**config.mk**
```make
export PLATFORM = sky130hd
export DESIGN_NAME = ring_log_offset_lookup_core_flat
export DESIGN_NICKNAME = d
export VERILOG_FILES = /design/src/rtl/rlol_pkg.sv /design/src/rtl/rlol_if.sv /design/src/rtl/rlol_slot_ram.sv /design/src/rtl/ring_log_offset_lookup_core.sv /design/src/flat_wrapper.sv
export SDC_FILE = /design/constraint.sdc
export NUM_CORES = 1
export LEC_CHECK = 0
export BUFFER_PORTS_ARGS = -buffer_cell sky130_fd_sc_hd__clkbuf_2
export CAP_MARGIN = 30
export CORE_ASPECT_RATIO = 0.5
export CORE_MARGIN = 2
export CORE_UTILIZATION = 55
export DETAILED_ROUTE_END_ITERATION = 8
export GPL_ROUTABILITY_DRIVEN = 0
export GPL_TIMING_DRIVEN = 0
export PLACE_DENSITY = 0.84
export SLEW_MARGIN = 20
export SYNTH_ARGS = -nofsm -noshare
export SYNTH_HDL_FRONTEND = slang
export SYNTH_SLANG_ARGS = --single-unit
```
**constraint.sdc**
```tcl
create_clock -name clk -period 6.75 [get_ports clk]
set_input_delay 0.3375 -clock clk [delete_from_list [all_inputs] [get_ports clk]]
set_output_delay 0.3375 -clock clk [all_outputs]
set_load 0.005 [all_outputs]
```
**src/rtl/rlol_pkg.sv**
```systemverilog
// Shared types and constants of the ring log offset lookup block.
package rlol_pkg;

	localparam int unsigned DEPTH_DEF = 10;
	localparam int unsigned HANDLE_W = 32;
	localparam int unsigned SIZE_W = 16;
	localparam int unsigned OFFSET_W = 20;
	localparam int unsigned SLOT_W = 4;

	typedef enum logic {
		OP_ADD  = 1'b0,
		OP_FIND = 1'b1
	} opcode_t;

	typedef struct packed {
		logic [HANDLE_W-1:0] handle;
		logic [SIZE_W-1:0]   size;
	} entry_t;

	typedef struct packed {
		logic                found;
		logic [HANDLE_W-1:0] handle;
		logic [SLOT_W-1:0]   slot;
		logic [SIZE_W-1:0]   byte_in_entry;
		logic                overwrote;
	} result_t;

endpackage

```
**src/rtl/rlol_if.sv**
```systemverilog
// Item channel interfaces of the ring log offset lookup block.
interface rlol_in_if;
	logic                          valid;
	logic                          ready;
	logic                          opcode;
	logic [rlol_pkg::HANDLE_W-1:0] entry_handle;
	logic [rlol_pkg::SIZE_W-1:0]   entry_size;
	logic [rlol_pkg::OFFSET_W-1:0] byte_offset;

	modport source(output valid, opcode, entry_handle, entry_size, byte_offset, input ready);
	modport sink(input valid, opcode, entry_handle, entry_size, byte_offset, output ready);
endinterface

interface rlol_out_if;
	logic                          valid;
	logic                          ready;
	logic                          found;
	logic [rlol_pkg::HANDLE_W-1:0] found_handle;
	logic [rlol_pkg::SLOT_W-1:0]   found_slot;
	logic [rlol_pkg::SIZE_W-1:0]   byte_in_entry;
	logic                          overwrote;

	modport source(output valid, found, found_handle, found_slot, byte_in_entry, overwrote,
		input ready);
	modport sink(input valid, found, found_handle, found_slot, byte_in_entry, overwrote,
		output ready);
endinterface

```
**src/rtl/rlol_slot_ram.sv**
```systemverilog
// Slot memory holding handle and size per ring slot, with per-slot valid bits.
module rlol_slot_ram #(
	parameter int unsigned DEPTH = rlol_pkg::DEPTH_DEF,
	parameter int unsigned IDX_W = $clog2(DEPTH)
) (
	input  logic                 clk,
	input  logic                 arst_n,
	input  logic                 wr_en,
	input  logic [IDX_W-1:0]     wr_addr,
	input  rlol_pkg::entry_t     wr_data,
	input  logic [IDX_W-1:0]     rd_addr,
	output rlol_pkg::entry_t     rd_data
);

	rlol_pkg::entry_t mem [DEPTH];
	logic [DEPTH-1:0] valid_q;
	rlol_pkg::entry_t rd_q;
	logic             rd_valid_q;

	always_ff @(posedge clk) begin
		if (wr_en) begin
			mem[wr_addr] <= wr_data;
		end
		rd_q <= mem[rd_addr];
	end

	always_ff @(posedge clk or negedge arst_n) begin
		if (!arst_n) begin
			valid_q <= '0;
			rd_valid_q <= 1'b0;
		end else begin
			if (wr_en) begin
				valid_q[wr_addr] <= 1'b1;
			end
			rd_valid_q <= valid_q[rd_addr];
		end
	end

	// A slot never written reads as the reset value of zero.
	assign rd_data = rd_valid_q ? rd_q : '0;

endmodule

```
**src/rtl/ring_log_offset_lookup_core.sv**
```systemverilog
// Ring log of DEPTH slots: add stores a handle and byte size in the next slot, overwriting the
// oldest entry once the ring is full; find walks the stored entries from oldest to newest and
// returns the entry holding a byte offset into their concatenation. The slots live in one
// synchronous memory that a find reads one slot per cycle: a find is accepted, reads the stored
// slots in turn from the oldest until one holds the offset, and then holds its result; an add
// writes its slot when accepted and then holds its result. One item is worked on at a time; a
// finished result waits in an output register while the next item is taken in.
module ring_log_offset_lookup_core #(
	parameter int unsigned DEPTH = rlol_pkg::DEPTH_DEF
) (
	input logic        clk,
	input logic        arst_n,
	rlol_in_if.sink    req,
	rlol_out_if.source rsp
);

	localparam int unsigned IDX_W = $clog2(DEPTH);
	localparam int unsigned CNT_W = $clog2(DEPTH + 1);
	localparam logic [IDX_W-1:0] LAST_IDX = IDX_W'(DEPTH - 1);
	localparam logic [CNT_W:0] DEPTH_CNT = (CNT_W + 1)'(DEPTH);

	typedef enum logic [2:0] {
		S_IDLE = 3'b001,
		S_WALK = 3'b010,
		S_HOLD = 3'b100
	} state_t;

	function automatic logic [IDX_W-1:0] next_idx(input logic [IDX_W-1:0] i);
		return (i == LAST_IDX) ? '0 : i + 1'b1;
	endfunction

	state_t                        state_q;
	logic [IDX_W-1:0]              write_q;
	logic [IDX_W-1:0]              read_q;
	logic                          full_q;
	logic [IDX_W-1:0]              idx_q;
	logic [CNT_W-1:0]              cnt_q;
	logic [rlol_pkg::OFFSET_W-1:0] rem_q;
	rlol_pkg::result_t             res_q;
	rlol_pkg::result_t             out_q;
	logic                          out_valid_q;

	logic                          accept;
	logic                          is_add;
	logic                          out_free;
	logic [CNT_W:0]                cnt_start;
	logic [IDX_W-1:0]              rd_addr;
	rlol_pkg::entry_t              rd_data;
	rlol_pkg::entry_t              wr_data;
	logic                          hit;
	logic [IDX_W-1:0]              write_next;

	assign req.ready = (state_q == S_IDLE);
	assign accept = req.valid && req.ready;
	assign is_add = (req.opcode == rlol_pkg::OP_ADD);
	assign out_free = !out_valid_q || rsp.ready;
	assign write_next = next_idx(write_q);
	assign rd_addr = (state_q == S_IDLE) ? read_q : next_idx(idx_q);
	assign hit = {{(rlol_pkg::OFFSET_W - rlol_pkg::SIZE_W){1'b0}}, rd_data.size} > rem_q;
	assign wr_data = '{handle: req.entry_handle, size: req.entry_size};

	always_comb begin
		if (full_q) begin
			cnt_start = DEPTH_CNT;
		end else if (write_q >= read_q) begin
			cnt_start = (CNT_W + 1)'(write_q) - (CNT_W + 1)'(read_q);
		end else begin
			cnt_start = (CNT_W + 1)'(write_q) + DEPTH_CNT - (CNT_W + 1)'(read_q);
		end
	end

	rlol_slot_ram #(
		.DEPTH(DEPTH),
		.IDX_W(IDX_W)
	) u_slot_ram (
		.clk    (clk),
		.arst_n (arst_n),
		.wr_en  (accept && is_add),
		.wr_addr(write_q),
		.wr_data(wr_data),
		.rd_addr(rd_addr),
		.rd_data(rd_data)
	);

	always_ff @(posedge clk or negedge arst_n) begin
		if (!arst_n) begin
			state_q <= S_IDLE;
			write_q <= '0;
			read_q <= '0;
			full_q <= 1'b0;
		end else begin
			case (state_q)
				S_IDLE: begin
					if (accept) begin
						if (is_add) begin
							write_q <= write_next;
							if (full_q) begin
								read_q <= write_next;
							end else if (write_next == read_q) begin
								full_q <= 1'b1;
							end
							state_q <= S_HOLD;
						end else if (cnt_start == '0) begin
							state_q <= S_HOLD;
						end else begin
							state_q <= S_WALK;
						end
					end
				end
				S_WALK: begin
					if (hit || cnt_q == CNT_W'(1)) begin
						state_q <= S_HOLD;
					end
				end
				S_HOLD: begin
					if (out_free) begin
						state_q <= S_IDLE;
					end
				end
				default: begin
					state_q <= S_IDLE;
				end
			endcase
		end
	end

	always_ff @(posedge clk) begin
		case (state_q)
			S_IDLE: begin
				if (accept) begin
					res_q <= '{found: 1'b0, handle: '0, slot: '0, byte_in_entry: '0,
						overwrote: is_add && full_q};
					rem_q <= req.byte_offset;
					cnt_q <= CNT_W'(cnt_start);
					idx_q <= read_q;
				end
			end
			S_WALK: begin
				if (hit) begin
					res_q <= '{found: 1'b1, handle: rd_data.handle,
						slot: rlol_pkg::SLOT_W'(idx_q),
						byte_in_entry: rem_q[rlol_pkg::SIZE_W-1:0], overwrote: 1'b0};
				end else begin
					rem_q <= rem_q - {{(rlol_pkg::OFFSET_W - rlol_pkg::SIZE_W){1'b0}},
						rd_data.size};
					cnt_q <= cnt_q - 1'b1;
					idx_q <= rd_addr;
				end
			end
			default: begin
			end
		endcase
		if (state_q == S_HOLD && out_free) begin
			out_q <= res_q;
		end
	end

	always_ff @(posedge clk or negedge arst_n) begin
		if (!arst_n) begin
			out_valid_q <= 1'b0;
		end else if (state_q == S_HOLD && out_free) begin
			out_valid_q <= 1'b1;
		end else if (rsp.ready) begin
			out_valid_q <= 1'b0;
		end
	end

	assign rsp.valid = out_valid_q;
	assign rsp.found = out_q.found;
	assign rsp.found_handle = out_q.handle;
	assign rsp.found_slot = out_q.slot;
	assign rsp.byte_in_entry = out_q.byte_in_entry;
	assign rsp.overwrote = out_q.overwrote;

	// Once full, the oldest entry is always the one about to be overwritten.
	a_full_indices: assert property (@(posedge clk) disable iff (!arst_n)
		full_q |-> read_q == write_q)
		else $error("read index differs from write index on a full ring");

	a_fill_origin: assert property (@(posedge clk) disable iff (!arst_n)
		!full_q |-> read_q == '0)
		else $error("read index moved before the ring was full");

	a_walk_count: assert property (@(posedge clk) disable iff (!arst_n)
		state_q == S_WALK |-> cnt_q != '0)
		else $error("slot walk running with no slots left");

	a_result_kind: assert property (@(posedge clk) disable iff (!arst_n)
		rsp.valid && rsp.found |-> !rsp.overwrote)
		else $error("result reports both a find hit and an overwrite");

endmodule

```
**src/flat_wrapper.sv**
```systemverilog
// flat-port wrapper written by rule: the top's interface ports become plain ports
module ring_log_offset_lookup_core_flat 
#(
	parameter int unsigned DEPTH = rlol_pkg::DEPTH_DEF
)
  (clk, arst_n, req_valid, req_opcode, req_entry_handle, req_entry_size, req_byte_offset, req_ready, rsp_valid, rsp_found, rsp_found_handle, rsp_found_slot, rsp_byte_in_entry, rsp_overwrote, rsp_ready);
  rlol_in_if req_i ();
  rlol_out_if rsp_i ();
  input logic clk;
  input logic arst_n;
  input wire logic [$bits(req_i.valid)-1:0] req_valid;
  input wire logic [$bits(req_i.opcode)-1:0] req_opcode;
  input wire logic [$bits(req_i.entry_handle)-1:0] req_entry_handle;
  input wire logic [$bits(req_i.entry_size)-1:0] req_entry_size;
  input wire logic [$bits(req_i.byte_offset)-1:0] req_byte_offset;
  output wire logic [$bits(req_i.ready)-1:0] req_ready;
  output wire logic [$bits(rsp_i.valid)-1:0] rsp_valid;
  output wire logic [$bits(rsp_i.found)-1:0] rsp_found;
  output wire logic [$bits(rsp_i.found_handle)-1:0] rsp_found_handle;
  output wire logic [$bits(rsp_i.found_slot)-1:0] rsp_found_slot;
  output wire logic [$bits(rsp_i.byte_in_entry)-1:0] rsp_byte_in_entry;
  output wire logic [$bits(rsp_i.overwrote)-1:0] rsp_overwrote;
  input wire logic [$bits(rsp_i.ready)-1:0] rsp_ready;
  assign req_i.valid = req_valid;
  assign req_i.opcode = req_opcode;
  assign req_i.entry_handle = req_entry_handle;
  assign req_i.entry_size = req_entry_size;
  assign req_i.byte_offset = req_byte_offset;
  assign req_ready = req_i.ready;
  assign rsp_valid = rsp_i.valid;
  assign rsp_found = rsp_i.found;
  assign rsp_found_handle = rsp_i.found_handle;
  assign rsp_found_slot = rsp_i.found_slot;
  assign rsp_byte_in_entry = rsp_i.byte_in_entry;
  assign rsp_overwrote = rsp_i.overwrote;
  assign rsp_i.ready = rsp_ready;
  ring_log_offset_lookup_core #(.DEPTH(DEPTH)) u_core (.clk(clk), .arst_n(arst_n), .req(req_i), .rsp(rsp_i));
endmodule
```
==> impl_metrics.csv <==
group,metric,value,unit
run_status,outcome,"complete, no violations",
die,design.die.area,51400,um^2
synthesis,syn_avg_cell_area,14.1,um^2
setup_path,end_kind,"flop",
placement,hpwl,44.2,mm
finish,final_layout_size_suffix_gt1_share,18.1,%
drt,detailroute.via_count,18027,
timing,setup-violations-final,0,
die,floorplan.initialDensity,55.9,%
die,die_height,161,um
timing,post-route-worst-setup-slack,2.31,ns
placement,port_buffers,128,
finish,post-route-util,64.0,%
clock_network,cts_made_buffers,56,
timing,timing.fmax,225,MHz
timing,timing.clock.skew,0.0228,ns
grt,globalRouteOverflowTotal,0,
setup_path,cp.buffers_inverters,3,
drt,drt.antenna.violating_nets,0,
setup_path,critPathArrivalTime,4.75,ns
placement,place_worst_setup_slack,2.48,ns
timing,timing.final.max_slew_violations,0,
synthesis,ys.flop_type,"edfxtp_1",
timing,fin_crit,4.44,ns
finish,synthToLayoutAreaGrowth,14.5,%
synthesis,synth_async_sr_flop_share,3.49,%
grt,grt_first_pass_wirelength,102,mm
setup_path,setup.worst_path.class,"reg -> reg",
synthesis,yosysSeqAreaShare,73.7,%
synthesis,ys_ff_latch,688,
synthesis,yosys_warn_count,0,
synthesis,synth_top_cells_by_count,"edfxtp_1, nand2_1, nand3_1",
die,io-pin-count,129,
setup_path,crit_path_start_kind,"flop",
clock_network,cts-root-buf,"clkbuf_16",
setup_path,crit_family,"buffers and inverters",
power_and_ir_drop,leak_pwr,0.0111,uW
grt,initial_antenna_violation_count,3,
timing,worstMarginPinSlew,1.03,ns
power_and_ir_drop,power_density_over_the_cells,502,nW/um^2
clock_network,ctsHtreeMaxLevel,2,
synthesis,synth_area_leader_cell,"edfxtp_1",
clock_network,cts.path.max_buffers,3,
grt,grt_start_max_net_pins,36,
timing,relSlewSlack,31.2,%
finish,final.fill_count,3165,
power_and_ir_drop,vdd_ir_drop_max,0.349,mV
finish,nets,2265,
timing,finalHoldViolations,0,
synthesis,syn-cell-area,27200,um^2
setup_path,critPathMaxStageDelay,0.81,ns
placement,numPlacedInstances,2752,
worst_hold_path,min-delay-start,"req_byte_offset[6]",
timing,rsz0062_at_grt,"no",
grt,grt.total_usage,26.1,%
clock_network,cts_repair_resize_count,0,
setup_path,critPathRequiredTime,7.05,ns
drt,drtIter0Drc,2405,
synthesis,synth.net_count,2038,
drt,route.detailed.drc,0,
worst_hold_path,holdCritPathClass,"in -> reg",
timing,timing.final.crit_share,65.8,%
drt,drt-pass1-iter-count,6,
synthesis,post-synth-top-count-cell,"edfxtp_1",
run,maxCapViolations,0,
setup_path,critPathLaunch,"u_core.u_slot_ram.rd_valid_q",
drt,routed_via_density,6.30,
synthesis,yosysTopAreaCellShare,68.0,%
setup_path,timing.critical_path.slowest_stage_cell,"clkbuf_1",
synthesis,synth-edff-count,616,
setup_path,crit_fanout,35,
clock_network,tritoncts_num_sinks,688,
clock_network,cts_tree,"built",
grt,first_global_vias,17664,
clock_network,clk-insertion-delay-late,0.62,ns
synthesis,yosysUniqueCellTypes,64,
clock_network,clkSlewWorstSetupHoldPaths,0.07,ns
timing,hold-worst-slack,0.00797,ns
drt,routedWlPerCell,23.8,um
drt,finalWirelength,68.1,mm
setup_path,regToRegStartpoint,"u_core.u_slot_ram.rd_valid_q",
die,die-width,319,um
finish,layout.cells.non_filler,2860,
setup_path,cp_cell_sequence,"clkbuf_1 > clkbuf_1 > nand2_1 > ha_1 > a21o_1 > a21o_1 > a221oi_2 > a21boi_1 > o21ai_1 > nand3_1 > nand2_4 > buf_12",
die,design.core.area,48700,um^2
synthesis,yosys-top-cells-area,"edfxtp_1, nand2_1, dfxtp_1, a311oi_1, dfrtp_1",
synthesis,postSynthCellCount,1935,
die,rows,57,
[worst paths after layout]
kind | to | slack, ns | cells past startpoint
min reg2reg | u_core.rsp.found_slot[1] | 0.42 | 0
max reg2reg | u_core.res_q[29] | 2.31 | 12
max | u_core.res_q[29] | 2.31 | 12
min in group asynchronous | u_core.read_q[1] | 0.30 | 2
min | u_core.rem_q[6] | 0.008 | 3
max in group asynchronous | u_core.u_slot_ram.valid_q[8] | 6.04 | 2
[worst register-to-register path: cells and delay by family (launching register included)]
family / cells / cell delay (ns)
AO/OA/AOI/OAI: 5 / 1.05
adder cells (fa/ha/maj): 1 / 0.36
buffers and inverters: 3 / 1.48
flip-flops: 1 / 0.51
AND/OR/NAND/NOR: 3 / 0.70
[cells by family after synthesis]
kind of cell,Yosys count,synth area share [%]
fa+ha+maj,31,1.50
xor+xnor,24,0.772
buf+inv,142,2.54
mux,7,0.368
compound gates,310,9.18
flops,688,73.7
simple gates,733,11.9
[power breakdown]
| group | switching (uW) | internal, uW |
|---|---|---|
| sequential | 219 | 5290 |
| combinational | 4740 | 2070 |
| clock | 1530 | 1800 |
| total | 6490 | 9160 |
[stage by stage]
step / setup TNS (ns) / instance area (um^2) / power (uW)
finish: 0 / 31200 / 15600
global placement: -356.23 / 28700 / 11700
detailed placement: 0 / 29300 / 12100
global route: 0 / 31200 / 16200
CTS: 0 / 31200 / 15500
floorplan: 0 / 27200 / 9770
[state kept, by name, summed over array words and instances, names as in the netlist, 10 cells and up]
signal / cells
u_core.rsp.byte_in_entry: 16
u_core.rem_q: 20
u_core.res_q: 54
u_core.u_slot_ram.mem: 480
u_core.u_slot_ram.valid_q: 10
u_core.rsp.found_handle: 32
u_core.u_slot_ram.rd_q: 48
[layout by cell type, fill, tap and decap left out, types with 11 or more instances in the layout]
| cell | count |
|---|---|
| a211oi_2 | 42 |
| a21oi_1 | 15 |
| a311oi_1 | 97 |
| a31oi_1 | 52 |
| and2_1 | 18 |
| and3_1 | 33 |
| buf_12 | 11 |
| buf_2 | 48 |
| buf_4 | 25 |
| buf_6 | 11 |
| clkbuf_1 | 65 |
| clkbuf_16 | 58 |
| clkbuf_2 | 128 |
| clkbuf_8 | 12 |
| clkinv_2 | 12 |
| dfrtp_1 | 23 |
| dfxtp_1 | 48 |
| edfxtp_1 | 616 |
| ha_1 | 27 |
| inv_1 | 25 |
| nand2_1 | 449 |
| nand3_1 | 106 |
| nor2_1 | 26 |
| nor2b_1 | 54 |
| o21a_1 | 11 |
| o21ai_0 | 31 |
| or2_2 | 12 |
| xnor2_1 | 19 |
[what timing repair did]
item,in CTS,in global routing
hold buffers,1,0
setup buffers,0,0
hold endpoints to repair,23,0
[layer usage]
layer  vias up  global-route usage [%]  share of wire (%)
met2      1390                    43.7                 48
li1       7675                       -                  -
met1      8749                    33.5                 36
met4         0                    11.5                4.2
met3       213                    5.19                 12
met5         -                       0                  0
[layout make-up]
class                   instances  area (um^2)  area share [%]
well taps                     649          812            2.61
diodes                          1         2.50         0.00803
plain buffers                 117          598            1.92
flip-flops and latches        688        20100            64.4
clock buffers                  78         1650            5.28
clock inverters                28          244           0.783
inverters                      25         93.8           0.301
repair buffers                169         1140            3.66
multi-input cells            1105         6560            21.1
(Power assumes the default switching activity.)
